===== src/design/utf8d_pkg.sv =====
// shared types and constants of the utf-8 stream decoder
package utf8d_pkg;

  localparam int unsigned CpWidth    = 21;
  localparam int unsigned QueueDepth = 2;

  localparam logic [CpWidth-1:0] ReplacementCp = 21'h00FFFD;

  // one decoded byte: up to four results, all but the last are replacements
  typedef struct packed {
    logic [1:0]         last_idx;
    logic [CpWidth-1:0] code_point;
    logic               is_replacement;
    logic               end_of_text;
  } entry_t;

endpackage


===== src/design/utf8d_front.sv =====
// front end: sequence state and byte classification into result entries
module utf8d_front (
  input  logic              clk_i,
  input  logic              rst_ni,
  input  logic              accept_i,
  input  logic [7:0]        text_byte_i,
  output logic              entry_valid_o,
  output utf8d_pkg::entry_t entry_o
);

  logic [7:0] lead_q, lead_d;
  logic [1:0] exp_q, exp_d;
  logic [1:0] rcv_q, rcv_d;
  logic [7:0] cont_q [2];
  logic       cont_we;

  logic       pending, is_cont;
  logic [1:0] nrep;
  logic       tail;
  logic [2:0] count;
  logic [utf8d_pkg::CpWidth-1:0] tail_cp, seq_cp;
  logic       tail_rep, tail_end;

  assign pending = (exp_q != 2'd0);
  assign is_cont = (text_byte_i[7:6] == 2'b10);

  always_comb begin
    unique case (exp_q)
      2'd1:    seq_cp = {10'd0, lead_q[4:0], text_byte_i[5:0]};
      2'd2:    seq_cp = {5'd0, lead_q[3:0], cont_q[0][5:0], text_byte_i[5:0]};
      default: seq_cp = {lead_q[2:0], cont_q[0][5:0], cont_q[1][5:0], text_byte_i[5:0]};
    endcase
  end

  always_comb begin
    lead_d   = lead_q;
    exp_d    = exp_q;
    rcv_d    = rcv_q;
    cont_we  = 1'b0;
    nrep     = 2'd0;
    tail     = 1'b0;
    tail_cp  = utf8d_pkg::ReplacementCp;
    tail_rep = 1'b1;
    tail_end = 1'b0;
    if (pending && is_cont) begin
      if ({1'b0, rcv_q} + 3'd1 >= {1'b0, exp_q}) begin
        tail     = 1'b1;
        tail_cp  = seq_cp;
        tail_rep = 1'b0;
        lead_d   = 8'd0;
        exp_d    = 2'd0;
        rcv_d    = 2'd0;
      end else begin
        cont_we = 1'b1;
        rcv_d   = rcv_q + 2'd1;
      end
    end else begin
      if (pending) begin
        // broken sequence: lead plus each buffered continuation byte
        nrep   = (rcv_q >= 2'd2) ? 2'd3 : rcv_q + 2'd1;
        lead_d = 8'd0;
        exp_d  = 2'd0;
        rcv_d  = 2'd0;
      end
      priority if (text_byte_i == 8'd0) begin
        tail     = 1'b1;
        tail_cp  = '0;
        tail_rep = 1'b0;
        tail_end = 1'b1;
      end else if (!text_byte_i[7]) begin
        tail     = 1'b1;
        tail_cp  = {13'd0, text_byte_i};
        tail_rep = 1'b0;
      end else if (text_byte_i[7:5] == 3'b110) begin
        lead_d = text_byte_i;
        exp_d  = 2'd1;
      end else if (text_byte_i[7:4] == 4'b1110) begin
        lead_d = text_byte_i;
        exp_d  = 2'd2;
      end else if (text_byte_i[7:3] == 5'b11110) begin
        lead_d = text_byte_i;
        exp_d  = 2'd3;
      end else begin
        tail = 1'b1;
      end
    end
  end

  assign count         = {1'b0, nrep} + {2'd0, tail};
  assign entry_valid_o = accept_i && (count != 3'd0);
  assign entry_o.last_idx       = 2'(count - 3'd1);
  assign entry_o.code_point     = tail ? tail_cp : utf8d_pkg::ReplacementCp;
  assign entry_o.is_replacement = tail ? tail_rep : 1'b1;
  assign entry_o.end_of_text    = tail && tail_end;

  always_ff @(posedge clk_i or negedge rst_ni) begin
    if (!rst_ni) begin
      lead_q <= 8'd0;
      exp_q  <= 2'd0;
      rcv_q  <= 2'd0;
    end else if (accept_i) begin
      lead_q <= lead_d;
      exp_q  <= exp_d;
      rcv_q  <= rcv_d;
    end
  end

  always_ff @(posedge clk_i) begin
    if (accept_i && cont_we) begin
      cont_q[rcv_q[0]] <= text_byte_i;
    end
  end

endmodule


===== src/design/utf8d_fifo.sv =====
// short entry queue between front and back
module utf8d_fifo #(
  parameter int unsigned Depth = utf8d_pkg::QueueDepth
) (
  input  logic              clk_i,
  input  logic              rst_ni,
  input  logic              wr_en_i,
  input  utf8d_pkg::entry_t wr_data_i,
  output logic              full_o,
  input  logic              rd_en_i,
  output logic              valid_o,
  output utf8d_pkg::entry_t rd_data_o
);

  localparam int unsigned PtrW = (Depth > 1) ? $clog2(Depth) : 1;
  localparam int unsigned CntW = $clog2(Depth + 1);

  utf8d_pkg::entry_t mem_q [Depth];
  logic [PtrW-1:0] wr_ptr_q, rd_ptr_q;
  logic [CntW-1:0] cnt_q;
  logic            do_wr, do_rd;

  assign full_o    = (cnt_q == CntW'(Depth));
  assign valid_o   = (cnt_q != '0);
  assign rd_data_o = mem_q[rd_ptr_q];
  assign do_wr     = wr_en_i && !full_o;
  assign do_rd     = rd_en_i && valid_o;

  always_ff @(posedge clk_i or negedge rst_ni) begin
    if (!rst_ni) begin
      wr_ptr_q <= '0;
      rd_ptr_q <= '0;
      cnt_q    <= '0;
    end else begin
      if (do_wr) begin
        wr_ptr_q <= (wr_ptr_q == PtrW'(Depth - 1)) ? '0 : wr_ptr_q + 1'b1;
      end
      if (do_rd) begin
        rd_ptr_q <= (rd_ptr_q == PtrW'(Depth - 1)) ? '0 : rd_ptr_q + 1'b1;
      end
      if (do_wr && !do_rd) begin
        cnt_q <= cnt_q + 1'b1;
      end else if (do_rd && !do_wr) begin
        cnt_q <= cnt_q - 1'b1;
      end
    end
  end

  always_ff @(posedge clk_i) begin
    if (do_wr) begin
      mem_q[wr_ptr_q] <= wr_data_i;
    end
  end

endmodule


===== src/design/utf8d_back.sv =====
// back end: expands entries into single results behind an output register
module utf8d_back (
  input  logic                          clk_i,
  input  logic                          rst_ni,
  input  logic                          entry_valid_i,
  input  utf8d_pkg::entry_t             entry_i,
  output logic                          entry_pop_o,
  output logic                          empty_o,
  input  logic                          pop_i,
  output logic [utf8d_pkg::CpWidth-1:0] code_point_o,
  output logic                          is_replacement_o,
  output logic                          end_of_text_o,
  output logic                          last_of_run_o
);

  logic       out_valid_q;
  logic [1:0] idx_q;
  logic       load, is_last;
  logic [utf8d_pkg::CpWidth-1:0] cp_q;
  logic       rep_q, end_q, last_q;

  assign load        = entry_valid_i && (!out_valid_q || pop_i);
  assign is_last     = (idx_q == entry_i.last_idx);
  assign entry_pop_o = load && is_last;

  always_ff @(posedge clk_i or negedge rst_ni) begin
    if (!rst_ni) begin
      out_valid_q <= 1'b0;
      idx_q       <= 2'd0;
    end else begin
      if (load) begin
        out_valid_q <= 1'b1;
        idx_q       <= is_last ? 2'd0 : idx_q + 2'd1;
      end else if (pop_i) begin
        out_valid_q <= 1'b0;
      end
    end
  end

  always_ff @(posedge clk_i) begin
    if (load) begin
      cp_q   <= is_last ? entry_i.code_point : utf8d_pkg::ReplacementCp;
      rep_q  <= is_last ? entry_i.is_replacement : 1'b1;
      end_q  <= is_last && entry_i.end_of_text;
      last_q <= is_last;
    end
  end

  assign empty_o          = !out_valid_q;
  assign code_point_o     = cp_q;
  assign is_replacement_o = rep_q;
  assign end_of_text_o    = end_q;
  assign last_of_run_o    = last_q;

endmodule


===== src/design/utf8_stream_decoder_top.sv =====
// utf-8 stream decoder top level
// a result reaches the ports through the entry queue and the back-end output register
// throughput: one byte per cycle while each byte yields at most one result and results are popped as they appear
// a byte that yields k results holds them in the back-end output register one after another
// the entry queue (QDepth entries) lets the front keep taking bytes meanwhile
// reset: async, clears sequence state, queue pointers and output valid
module utf8_stream_decoder_top #(
  parameter int unsigned QDepth = utf8d_pkg::QueueDepth
) (
  input  logic                          clk_i,
  input  logic                          rst_ni,
  input  logic                          push,
  output logic                          full,
  input  logic [7:0]                    text_byte_i,
  output logic                          empty,
  input  logic                          pop,
  output logic [utf8d_pkg::CpWidth-1:0] code_point_o,
  output logic                          is_replacement_o,
  output logic                          end_of_text_o,
  output logic                          last_of_run_o
);

  logic              accept;
  logic              fe_valid, q_valid, q_pop;
  utf8d_pkg::entry_t fe_entry, q_entry;

  assign accept = push && !full;

  utf8d_front u_front (
    .clk_i        (clk_i),
    .rst_ni       (rst_ni),
    .accept_i     (accept),
    .text_byte_i  (text_byte_i),
    .entry_valid_o(fe_valid),
    .entry_o      (fe_entry)
  );

  utf8d_fifo #(
    .Depth(QDepth)
  ) u_fifo (
    .clk_i    (clk_i),
    .rst_ni   (rst_ni),
    .wr_en_i  (fe_valid),
    .wr_data_i(fe_entry),
    .full_o   (full),
    .rd_en_i  (q_pop),
    .valid_o  (q_valid),
    .rd_data_o(q_entry)
  );

  utf8d_back u_back (
    .clk_i           (clk_i),
    .rst_ni          (rst_ni),
    .entry_valid_i   (q_valid),
    .entry_i         (q_entry),
    .entry_pop_o     (q_pop),
    .empty_o         (empty),
    .pop_i           (pop),
    .code_point_o    (code_point_o),
    .is_replacement_o(is_replacement_o),
    .end_of_text_o   (end_of_text_o),
    .last_of_run_o   (last_of_run_o)
  );

  a_end_is_last: assert property (@(posedge clk_i) disable iff (!rst_ni)
    (!empty && end_of_text_o) |-> (last_of_run_o && code_point_o == '0))
    else $error("end of text result not final or nonzero");

  a_rep_value: assert property (@(posedge clk_i) disable iff (!rst_ni)
    (!empty && is_replacement_o) |-> (code_point_o == utf8d_pkg::ReplacementCp))
    else $error("replacement flag with wrong code point");

  a_not_last_is_rep: assert property (@(posedge clk_i) disable iff (!rst_ni)
    (!empty && !last_of_run_o) |-> is_replacement_o)
    else $error("non-final result is not a replacement");

  a_entry_pop_valid: assert property (@(posedge clk_i) disable iff (!rst_ni)
    q_pop |-> q_valid)
    else $error("entry taken from empty queue");

endmodule


===== config.mk =====
export PLATFORM = sky130hd
export DESIGN_NAME = utf8_stream_decoder_top
export DESIGN_NICKNAME = d
export VERILOG_FILES = /design/src/design/utf8d_pkg.sv /design/src/design/utf8d_front.sv /design/src/design/utf8d_fifo.sv /design/src/design/utf8d_back.sv /design/src/design/utf8_stream_decoder_top.sv
export SDC_FILE = /design/constraint.sdc
export NUM_CORES = 1
export LEC_CHECK = 0
export ABC_AREA = 1
export BUFFER_PORTS_ARGS = -buffer_cell sky130_fd_sc_hd__buf_2
export CAP_MARGIN = 25
export CORE_ASPECT_RATIO = 2
export CORE_MARGIN = 10
export CORE_UTILIZATION = 59
export DETAILED_ROUTE_END_ITERATION = 8
export PLACE_DENSITY = 0.77
export SYNTH_ARGS = -nofsm -noshare
export SYNTH_HDL_FRONTEND = slang
export SYNTH_SLANG_ARGS = --single-unit

===== constraint.sdc =====
create_clock -name clk_i -period 5 [get_ports clk_i]
set_input_delay 0.5 -clock clk_i [delete_from_list [all_inputs] [get_ports clk_i]]
set_output_delay 0.5 -clock clk_i [all_outputs]
set_load 0.01 [all_outputs]

**Word level (Yosys, flattened, before mapping)**

Memories as Yosys holds them, arrays and structs flattened.
Cells that the tools add are included.

- Multiplexer cells: 54
- Equality and inequality tests: 9
- $lt $le $gt $ge: 2
- $add $sub $neg: 9
- Reduce and logical (&&, ||, !) cells: 26

Operator list:

| operator | count |
|---|---|
| 21-bit 2-to-1 mux | 4 |
| 8-bit 2-to-1 mux | 8 |
| 21-bit one-hot mux with 2 select lines | 1 |
| 2-bit 2-to-1 mux | 17 |
| 1-bit 2-to-1 mux | 23 |
| 16-bit 2-to-1 mux | 1 |
| 1-bit logical AND | 12 |
| 2-bit nonzero test | 5 |
| 8-bit zero test | 1 |
| 2-bit by 1-bit adder with 2-bit output (second input constant) | 3 |
| 2-bit == test (second input constant) | 3 |
| 5-bit == test (second input constant) | 1 |
| 4-bit == test (second input constant) | 1 |
| 1-bit zero test | 4 |
| 2-bit AND reduction | 2 |
| 2-bit by 1-bit subtractor with 2-bit output (second input constant) | 2 |
| 2-bit by 1-bit adder with 3-bit output | 1 |
| 2-bit by 1-bit adder with 3-bit output (second input constant) | 1 |
| 3-bit == test (second input constant) | 1 |
| 3-bit by 2-bit greater-or-equal comparator with 1-bit output | 1 |
| 3-bit nonzero test | 1 |
| 1-bit adder (second input constant) | 2 |
| 2-bit by 1-bit == test with 1-bit output (second input constant) | 1 |
| 2-bit == test | 1 |
| other kinds (3) | 3 |

- Output and inout bits: 26
- Memory bits (writable): 66
- Register bits: 43
- Memories: 2
- Word-level logic and storage cells: 114

Memories:

| memory | words | bits a word | rd ports | clocked after memory_dff | wr ports | RTL line | RTL |
|---|---|---|---|---|---|---|---|
| u_fifo.mem_q | 2 | 25 | 1 | 0 | 1 | utf8d_fifo.sv:18 | `utf8d_pkg::entry_t mem_q [Depth];` |
| u_front.cont_q | 2 | 8 | 2 | 0 | 1 | utf8d_front.sv:14 | `logic [7:0] cont_q [2];` |

**Depth between registers and ports, before layout**

- Depth after elaboration: 15
- Gate-level depth with buffers: 18

**By module**

Synthesis repeated with hierarchy kept, for this count alone.

- Cell total of the unflattened synthesis: 454
- Area, all modules: 4,715.8 µm²

Modules (own cells, without submodules):

| module | area each (µm²) | cells an instance | instances |
|---|---|---|---|
| utf8d_fifo | 2,077.0 | 162 | 1 |
| utf8d_front | 1,540.2 | 205 | 1 |
| utf8d_back | 1,088.5 | 85 | 1 |
| utf8_stream_decoder_top | 10.0 | 2 | 1 |

**Least setup slack after synthesis**

No wires, ideal clock.

- Path type: register to register
- Start point: reg u_front.rcv_q[0]
- End point: mem u_fifo.mem_q[0][0] (netlist bit) (enable)
- Cell stages (with the launch flop): 15
- Setup slack: 1.143 ns
- Required time: 4.593 ns
- Arrival time: 3.450 ns
- Path through: dfrtp_1 inv_1 fa_1 nor2_1 o21ai_0 nand3_2 and2_4 buf_6 ha_1 ha_1 inv_1 ha_1 nand2_1 nand2_1 nor2_1

- Word-level cells in the longest chain between the ends: 10

RTL lines:

| element | RTL line | RTL |
|---|---|---|
| start, declared | utf8d_front.sv:13 | `logic [1:0] rcv_q, rcv_d;` |
| start signal, assigned | utf8d_front.sv:104 | `rcv_q <= rcv_d;` |
| 2-bit by 1-bit adder with 3-bit output, or another cell as far along | utf8d_front.sv:46 | `if ({1'b0, rcv_q} + 3'd1 >= {1'b0, exp_q}) begin` |
| 3-bit by 2-bit greater-or-equal comparator with 1-bit output / 2-bit 2-to-1 mux (equally long branches) | utf8d_front.sv:46, utf8d_front.sv:60 |  |
| 1-bit 2-to-1 mux / 2-bit 2-to-1 mux (equally long branches) | utf8d_front.sv:46, utf8d_front.sv:58 |  |
| 1-bit 2-to-1 mux / 2-bit 2-to-1 mux (equally long branches) | utf8d_front.sv:45 | `if (pending && is_cont) begin` |
| 2-bit by 1-bit adder with 3-bit output (*) | utf8d_front.sv:89 | `assign count = {1'b0, nrep} + {2'd0, tail};` |
| 3-bit nonzero test (*) | utf8d_front.sv:90 | `assign entry_valid_o = accept_i && (count != 3'd0);` |
| 1-bit logical AND (*) | utf8d_front.sv:90 |  |
| 1-bit logical AND (*) | utf8d_fifo.sv:26 | `assign do_wr = wr_en_i && !full_o;` |
| 1-bit 2-to-1 mux (*) | utf8d_fifo.sv:50 | `if (do_wr) begin` |
| 1-bit 2-to-1 mux (implied by the code) (*) | utf8d_fifo.sv:51 | `mem_q[wr_ptr_q] <= wr_data_i;` |
| end, declared | utf8d_fifo.sv:18 |  |

Mark *: on every way between the ends. The rest lies on a longest branch, timed or not.

**Worst setup path after layout**

- Start point: reg u_front.exp_q[0]
- End point: reg u_fifo.cnt_q[1]

- Word-level cells in the longest chain between the ends: 10

RTL lines:

| element | RTL line | RTL |
|---|---|---|
| start, declared | utf8d_front.sv:12 | `logic [1:0] exp_q, exp_d;` |
| start signal, assigned | utf8d_front.sv:103 | `exp_q <= exp_d;` |
| 3-bit by 2-bit greater-or-equal comparator with 1-bit output / 2-bit nonzero test (equally long branches) | utf8d_front.sv:46, utf8d_front.sv:24 |  |
| 1-bit 2-to-1 mux, or another cell as far along | utf8d_front.sv:46 |  |
| 1-bit 2-to-1 mux / 2-bit 2-to-1 mux (equally long branches) | utf8d_front.sv:45 |  |
| 2-bit by 1-bit adder with 3-bit output (*) | utf8d_front.sv:89 |  |
| 3-bit nonzero test (*) | utf8d_front.sv:90 |  |
| 1-bit logical AND (*) | utf8d_front.sv:90 |  |
| 1-bit logical AND (*) | utf8d_fifo.sv:26 |  |
| named net u_fifo.do_wr | utf8d_fifo.sv:21 | `logic do_wr, do_rd;` |
| 1-bit zero test | utf8d_fifo.sv:43 | `end else if (do_rd && !do_wr) begin` |
| 1-bit logical AND | utf8d_fifo.sv:43 |  |
| 2-bit nonzero test (no line) | - |  |
| end signal, assigned | utf8d_fifo.sv:42 | `cnt_q <= cnt_q + 1'b1;` |
| end signal, assigned | utf8d_fifo.sv:44 | `cnt_q <= cnt_q - 1'b1;` |
| end, declared | utf8d_fifo.sv:20 | `logic [CntW-1:0] cnt_q;` |

Mark *: on every way through the listed nets, which the timed path passes. The rest lies on a longest branch.
A chain may end at the register's enable or synchronous reset.

==> qor.json <==
{
  "ff2ff_path_depth": {"value": 16},
  "floorplan.initialDensity": {"value": 60.8, "unit": "%"},
  "timing.rr.start": {"value": "u_front.exp_q[0]"},
  "r2r_setup_slack": {"value": 1500, "unit": "ps"},
  "synth_nets": {"value": 421},
  "antenna_left": {"value": 0},
  "cpPeakStageDelay": {"value": 500, "unit": "ps"},
  "layout_min_cycle_time": {"value": 3500, "unit": "ps"},
  "cts_max_level": {"value": 3},
  "worst_path_cell_trace": {"value": "inv_1 -> ha_1 -> nor3_4 -> nand3_2 -> and2_4 -> ha_1 -> ha_1 -> inv_1 -> ha_1 -> nand2_1 -> nand2_1 -> inv_1 -> ha_1 -> a21oi_1 -> o21ai_0 -> xor2_1"},
  "cellLeakagePower": {"value": 2.09, "unit": "nW"},
  "die-area": {"value": 0.0116, "unit": "mm²"},
  "setup.worst_path.class": {"value": "register to register"},
  "grt_start_max_net_pins": {"value": 29},
  "detail_route.vias_per_cell": {"value": 5.39},
  "critPathArrivalTime": {"value": 3720, "unit": "ps"},
  "synth-seq-area-share": {"value": 67.0, "unit": "%"},
  "post-route-period-util": {"value": 69.9, "unit": "%"},
  "detail_route.wirelength": {"value": 9.39, "unit": "mm"},
  "drtIter0Drc": {"value": 256},
  "synth-seq-cells": {"value": 102},
  "topRoutingLayerUsed": {"value": "met4"},
  "grt_overflow": {"value": 0},
  "route.detailed.drc": {"value": 0},
  "critical_path_peak_fanout": {"value": 13},
  "timing_worst_slew_pin_value": {"value": 1040, "unit": "ps"},
  "pwr-share-clk": {"value": 22.1, "unit": "%"},
  "cts_hold_repair.buffers": {"value": 0},
  "tritoncts": {"value": "built"},
  "worst_r2r_endpoint": {"value": "u_fifo.cnt_q[1]"},
  "cpMostUsedCell": {"value": "sky130_fd_sc_hd__ha_1"},
  "total_routing_usage_gr": {"value": 17.0, "unit": "%"},
  "slowest_stage": {"value": "sky130_fd_sc_hd__nor3_4"},
  "via_count": {"value": 2890},
  "yosys_warnings": {"value": 0},
  "floorplan.die.height": {"value": 143, "unit": "µm"},
  "post_synth_num_cell_types": {"value": 33},
  "cts_sinks": {"value": 102},
  "timing.hold.worst.class": {"value": "input pin to async pin"},
  "fin_setup_tns": {"value": 0, "unit": "ps"},
  "worst_clock_skew": {"value": 3.70, "unit": "ps"},
  "synth.cell_area": {"value": 0.00445, "unit": "mm²"},
  "clk_pin_slew": {"value": 70, "unit": "ps"},
  "cts_buf_count": {"value": 9},
  "root_buffer": {"value": "sky130_fd_sc_hd__clkbuf_16"},
  "hold_viol": {"value": 0},
  "internal_power": {"value": 2.11, "unit": "mW"},
  "type_of_element_capturing_the_critical_path": {"value": "register"},
  "antenna_diode_instance_count": {"value": 0},
  "core.rowCount": {"value": 44},
  "detailed_place_hpwl": {"value": 6.98, "unit": "mm"},
  "finalNetCount": {"value": 463},
  "coreArea": {"value": 0.00732, "unit": "mm²"},
  "count_of_maximum_capacitance_violations": {"value": 0},
  "drt_pre_antenna_iters": {"value": 5},
  "post_drt_wl_per_cell": {"value": 17.5, "unit": "µm"},
  "rsz0062_at_grt": {"value": "no"},
  "sequentialPowerShare": {"value": 41.9, "unit": "%"},
  "status": {"value": "completed"},
  "p_switching": {"value": 1.24, "unit": "mW"},
  "cts_buffer_depth": {"value": 2},
  "synthCells": {"value": 397},
  "slew_viol_final": {"value": 0},
  "areaGrowthSynthToFinish": {"value": 13.5, "unit": "%"},
  "final_layout_size_suffix_gt1_share": {"value": 16.0, "unit": "%"},
  "power_frac_comb": {"value": 36.0, "unit": "%"},
  "post_cts_resize_count": {"value": 0},
  "power_switching_share": {"value": 37.0, "unit": "%"},
  "synthesis.area_per_instance": {"value": 11.2, "unit": "µm²"},
  "first_global_vias": {"value": 2998},
  "num_io_pins": {"value": 38},
  "count_of_buffering_cells_on_the_critical_path_with_inverters_included": {"value": 3},
  "port_buffers": {"value": 37},
  "p_total": {"value": 3.35, "unit": "mW"},
  "die_w": {"value": 81.4, "unit": "µm"},
  "finalSetupViolCount": {"value": 0},
  "power-per-cell-area": {"value": 663, "unit": "mW/mm²"},
  "vdd_drop_max": {"value": 0.000360, "unit": "V"},
  "initial_antenna_violation_count": {"value": 0},
  "layout_commonest_cell": {"value": "sky130_fd_sc_hd__nand2_1"},
  "detailroute.wirelength.met3": {"value": 408, "unit": "µm"},
  "wire_length_of_the_first_global_routing_pass": {"value": 14.8, "unit": "mm"},
  "cts_setup_buffers": {"value": 0},
  "finalWeightedCongestion": {"value": 0.948},
  "met2WireLength": {"value": 5.31, "unit": "mm"},
  "commonest_cells_after_routing_fill_and_taps_aside": {"value": "120 x sky130_fd_sc_hd__nand2_1, 86 x sky130_fd_sc_hd__edfxtp_1, 43 x sky130_fd_sc_hd__inv_1"},
  "worstSkewPairLatency": {"value": 340, "unit": "ps"},
  "worst_ep_required_time": {"value": 5220, "unit": "ps"},
  "met1Wirelength": {"value": 3.22, "unit": "mm"},
  "startpoint_type": {"value": "register"},
  "timing.fmax": {"value": 286, "unit": "MHz"},
  "crit_family": {"value": "adder cells"},
  "max_slew_margin": {"value": 30.4, "unit": "%"}
}
==> worst max-delay path by stage <==
stage | start | end | slack, ps | depth (start not counted)
floorplan | u_front.rcv_q[0] | u_fifo.mem_q[0][0] | 1140 | 14
global placement | u_front.exp_q[0] | u_fifo.cnt_q[1] | 1630 | 16
detailed placement | u_front.exp_q[0] | u_fifo.cnt_q[1] | 1520 | 16
CTS | u_front.exp_q[1] | u_fifo.cnt_q[1] | 1500 | 16
global route | u_front.exp_q[1] | u_fifo.cnt_q[1] | 1200 | 16
finish | u_front.exp_q[0] | u_fifo.cnt_q[1] | 1500 | 16
==> layout make-up <==
cell class / count / area [µm²]
Sequential cell: 102 / 2980
Clock buffer: 9 / 225
Fill cell: 510 / 2270
Timing Repair Buffer: 41 / 235
Inverter: 47 / 186
Tap cell: 92 / 115
Clock inverter: 7 / 96.3
Multi-Input combinational cell: 238 / 1210
==> synth_stat cells <==
cell,count,area (µm²)
sky130_fd_sc_hd__nand3_2,2,20.0
sky130_fd_sc_hd__xnor2_1,1,8.76
sky130_fd_sc_hd__edfxtp_1,86,2580
sky130_fd_sc_hd__nand2_4,2,22.5
sky130_fd_sc_hd__and2_4,1,8.76
sky130_fd_sc_hd__nand2_2,1,6.26
sky130_fd_sc_hd__o21a_1,1,7.51
sky130_fd_sc_hd__ha_1,11,138
sky130_fd_sc_hd__fa_1,1,20.0
sky130_fd_sc_hd__inv_6,2,17.5
sky130_fd_sc_hd__buf_4,1,7.51
sky130_fd_sc_hd__a21oi_1,8,40.0
sky130_fd_sc_hd__nand3b_1,4,30.0
sky130_fd_sc_hd__nor4_1,1,6.26
sky130_fd_sc_hd__nor3_4,1,16.3
sky130_fd_sc_hd__clkbuf_1,5,18.8
sky130_fd_sc_hd__buf_8,1,15.0
sky130_fd_sc_hd__nor2_1,18,67.6
sky130_fd_sc_hd__nand3_1,33,165
sky130_fd_sc_hd__dfrtp_1,16,400
sky130_fd_sc_hd__xor2_1,2,17.5
sky130_fd_sc_hd__or2_2,1,6.26
sky130_fd_sc_hd__inv_2,2,7.51
sky130_fd_sc_hd__inv_1,43,161
sky130_fd_sc_hd__o211ai_1,6,45.0
sky130_fd_sc_hd__o21ai_0,11,55.1
sky130_fd_sc_hd__nor3_1,6,30.0
sky130_fd_sc_hd__nand4_1,4,25.0
sky130_fd_sc_hd__buf_6,3,33.8
sky130_fd_sc_hd__a22o_1,1,8.76
sky130_fd_sc_hd__nand2_1,120,450
sky130_fd_sc_hd__o21ai_2,1,8.76
sky130_fd_sc_hd__o21ai_1,1,5.00
==> registers in the layout, indices dropped and copies added, names as in the netlist <==
register,count
u_fifo.mem_q,50
u_back.code_point_o,21
u_front.cont_q,12
u_front.lead_q,5
u_back.idx_q,2
u_fifo.cnt_q,2
u_front.exp_q,2
u_front.rcv_q,2
u_back.end_of_text_o,1
u_back.is_replacement_o,1
u_back.last_of_run_o,1
u_back.out_valid_q,1
u_fifo.rd_ptr_q,1
u_fifo.wr_ptr_q,1
==> worst reg2reg max path, cell delays in order, from the launching register on <==
cell and delay [ps]:
sky130_fd_sc_hd__dfrtp_1 420, sky130_fd_sc_hd__inv_1 80, sky130_fd_sc_hd__ha_1 320, sky130_fd_sc_hd__nor3_4 500, sky130_fd_sc_hd__nand3_2 230, sky130_fd_sc_hd__and2_4 220, sky130_fd_sc_hd__ha_1 180, sky130_fd_sc_hd__ha_1 260
sky130_fd_sc_hd__inv_1 60, sky130_fd_sc_hd__ha_1 140, sky130_fd_sc_hd__nand2_1 60, sky130_fd_sc_hd__nand2_1 160, sky130_fd_sc_hd__inv_1 80, sky130_fd_sc_hd__ha_1 300, sky130_fd_sc_hd__a21oi_1 110, sky130_fd_sc_hd__o21ai_0 120
sky130_fd_sc_hd__xor2_1 150
==> power groups by stage <==
stage | registers [mW] | logic (mW) | clock network, mW
floorplan | 1.46 | 0.791 | 0
global placement | 1.41 | 1.14 | 0
detailed placement | 1.42 | 1.18 | 0
CTS | 1.41 | 1.19 | 0.754
global route | 1.43 | 1.36 | 0.781
finish | 1.40 | 1.20 | 0.741
==> logic make-up after synthesis <==
group | synth area share [%]
compound gates | 3.82
xor+xnor | 0.590
fa+ha+maj | 3.54
buf+inv | 5.87
flops | 67.0
simple gates | 19.2
==> routing by layer <==
layer	vias to the layer above	track usage, %
met5	-	0
met4	0	10.6
met3	31	3.46
met2	83	30.7
met1	1359	16.7
li1	1417	-
==> per-stage QoR <==
step | cells | hold slack (ps) | worst slack [ps] | utilization, % | instance area, µm²
3_3_place_gp | 519 | 437 | 1630 | 64.3 | 4710
4_1_cts | 535 | 79.3 | 1500 | 68.7 | 5030
3_5_place_dp | 519 | 446 | 1520 | 64.3 | 4710
2_1_floorplan | 397 | 204 | 1140 | - | 4450
6_report | 536 | 72.7 | 1500 | 69.0 | 5050
5_1_grt | 536 | 84.7 | 1200 | 69.0 | 5050
No activity file was read; power rests on OpenSTA's default activity.
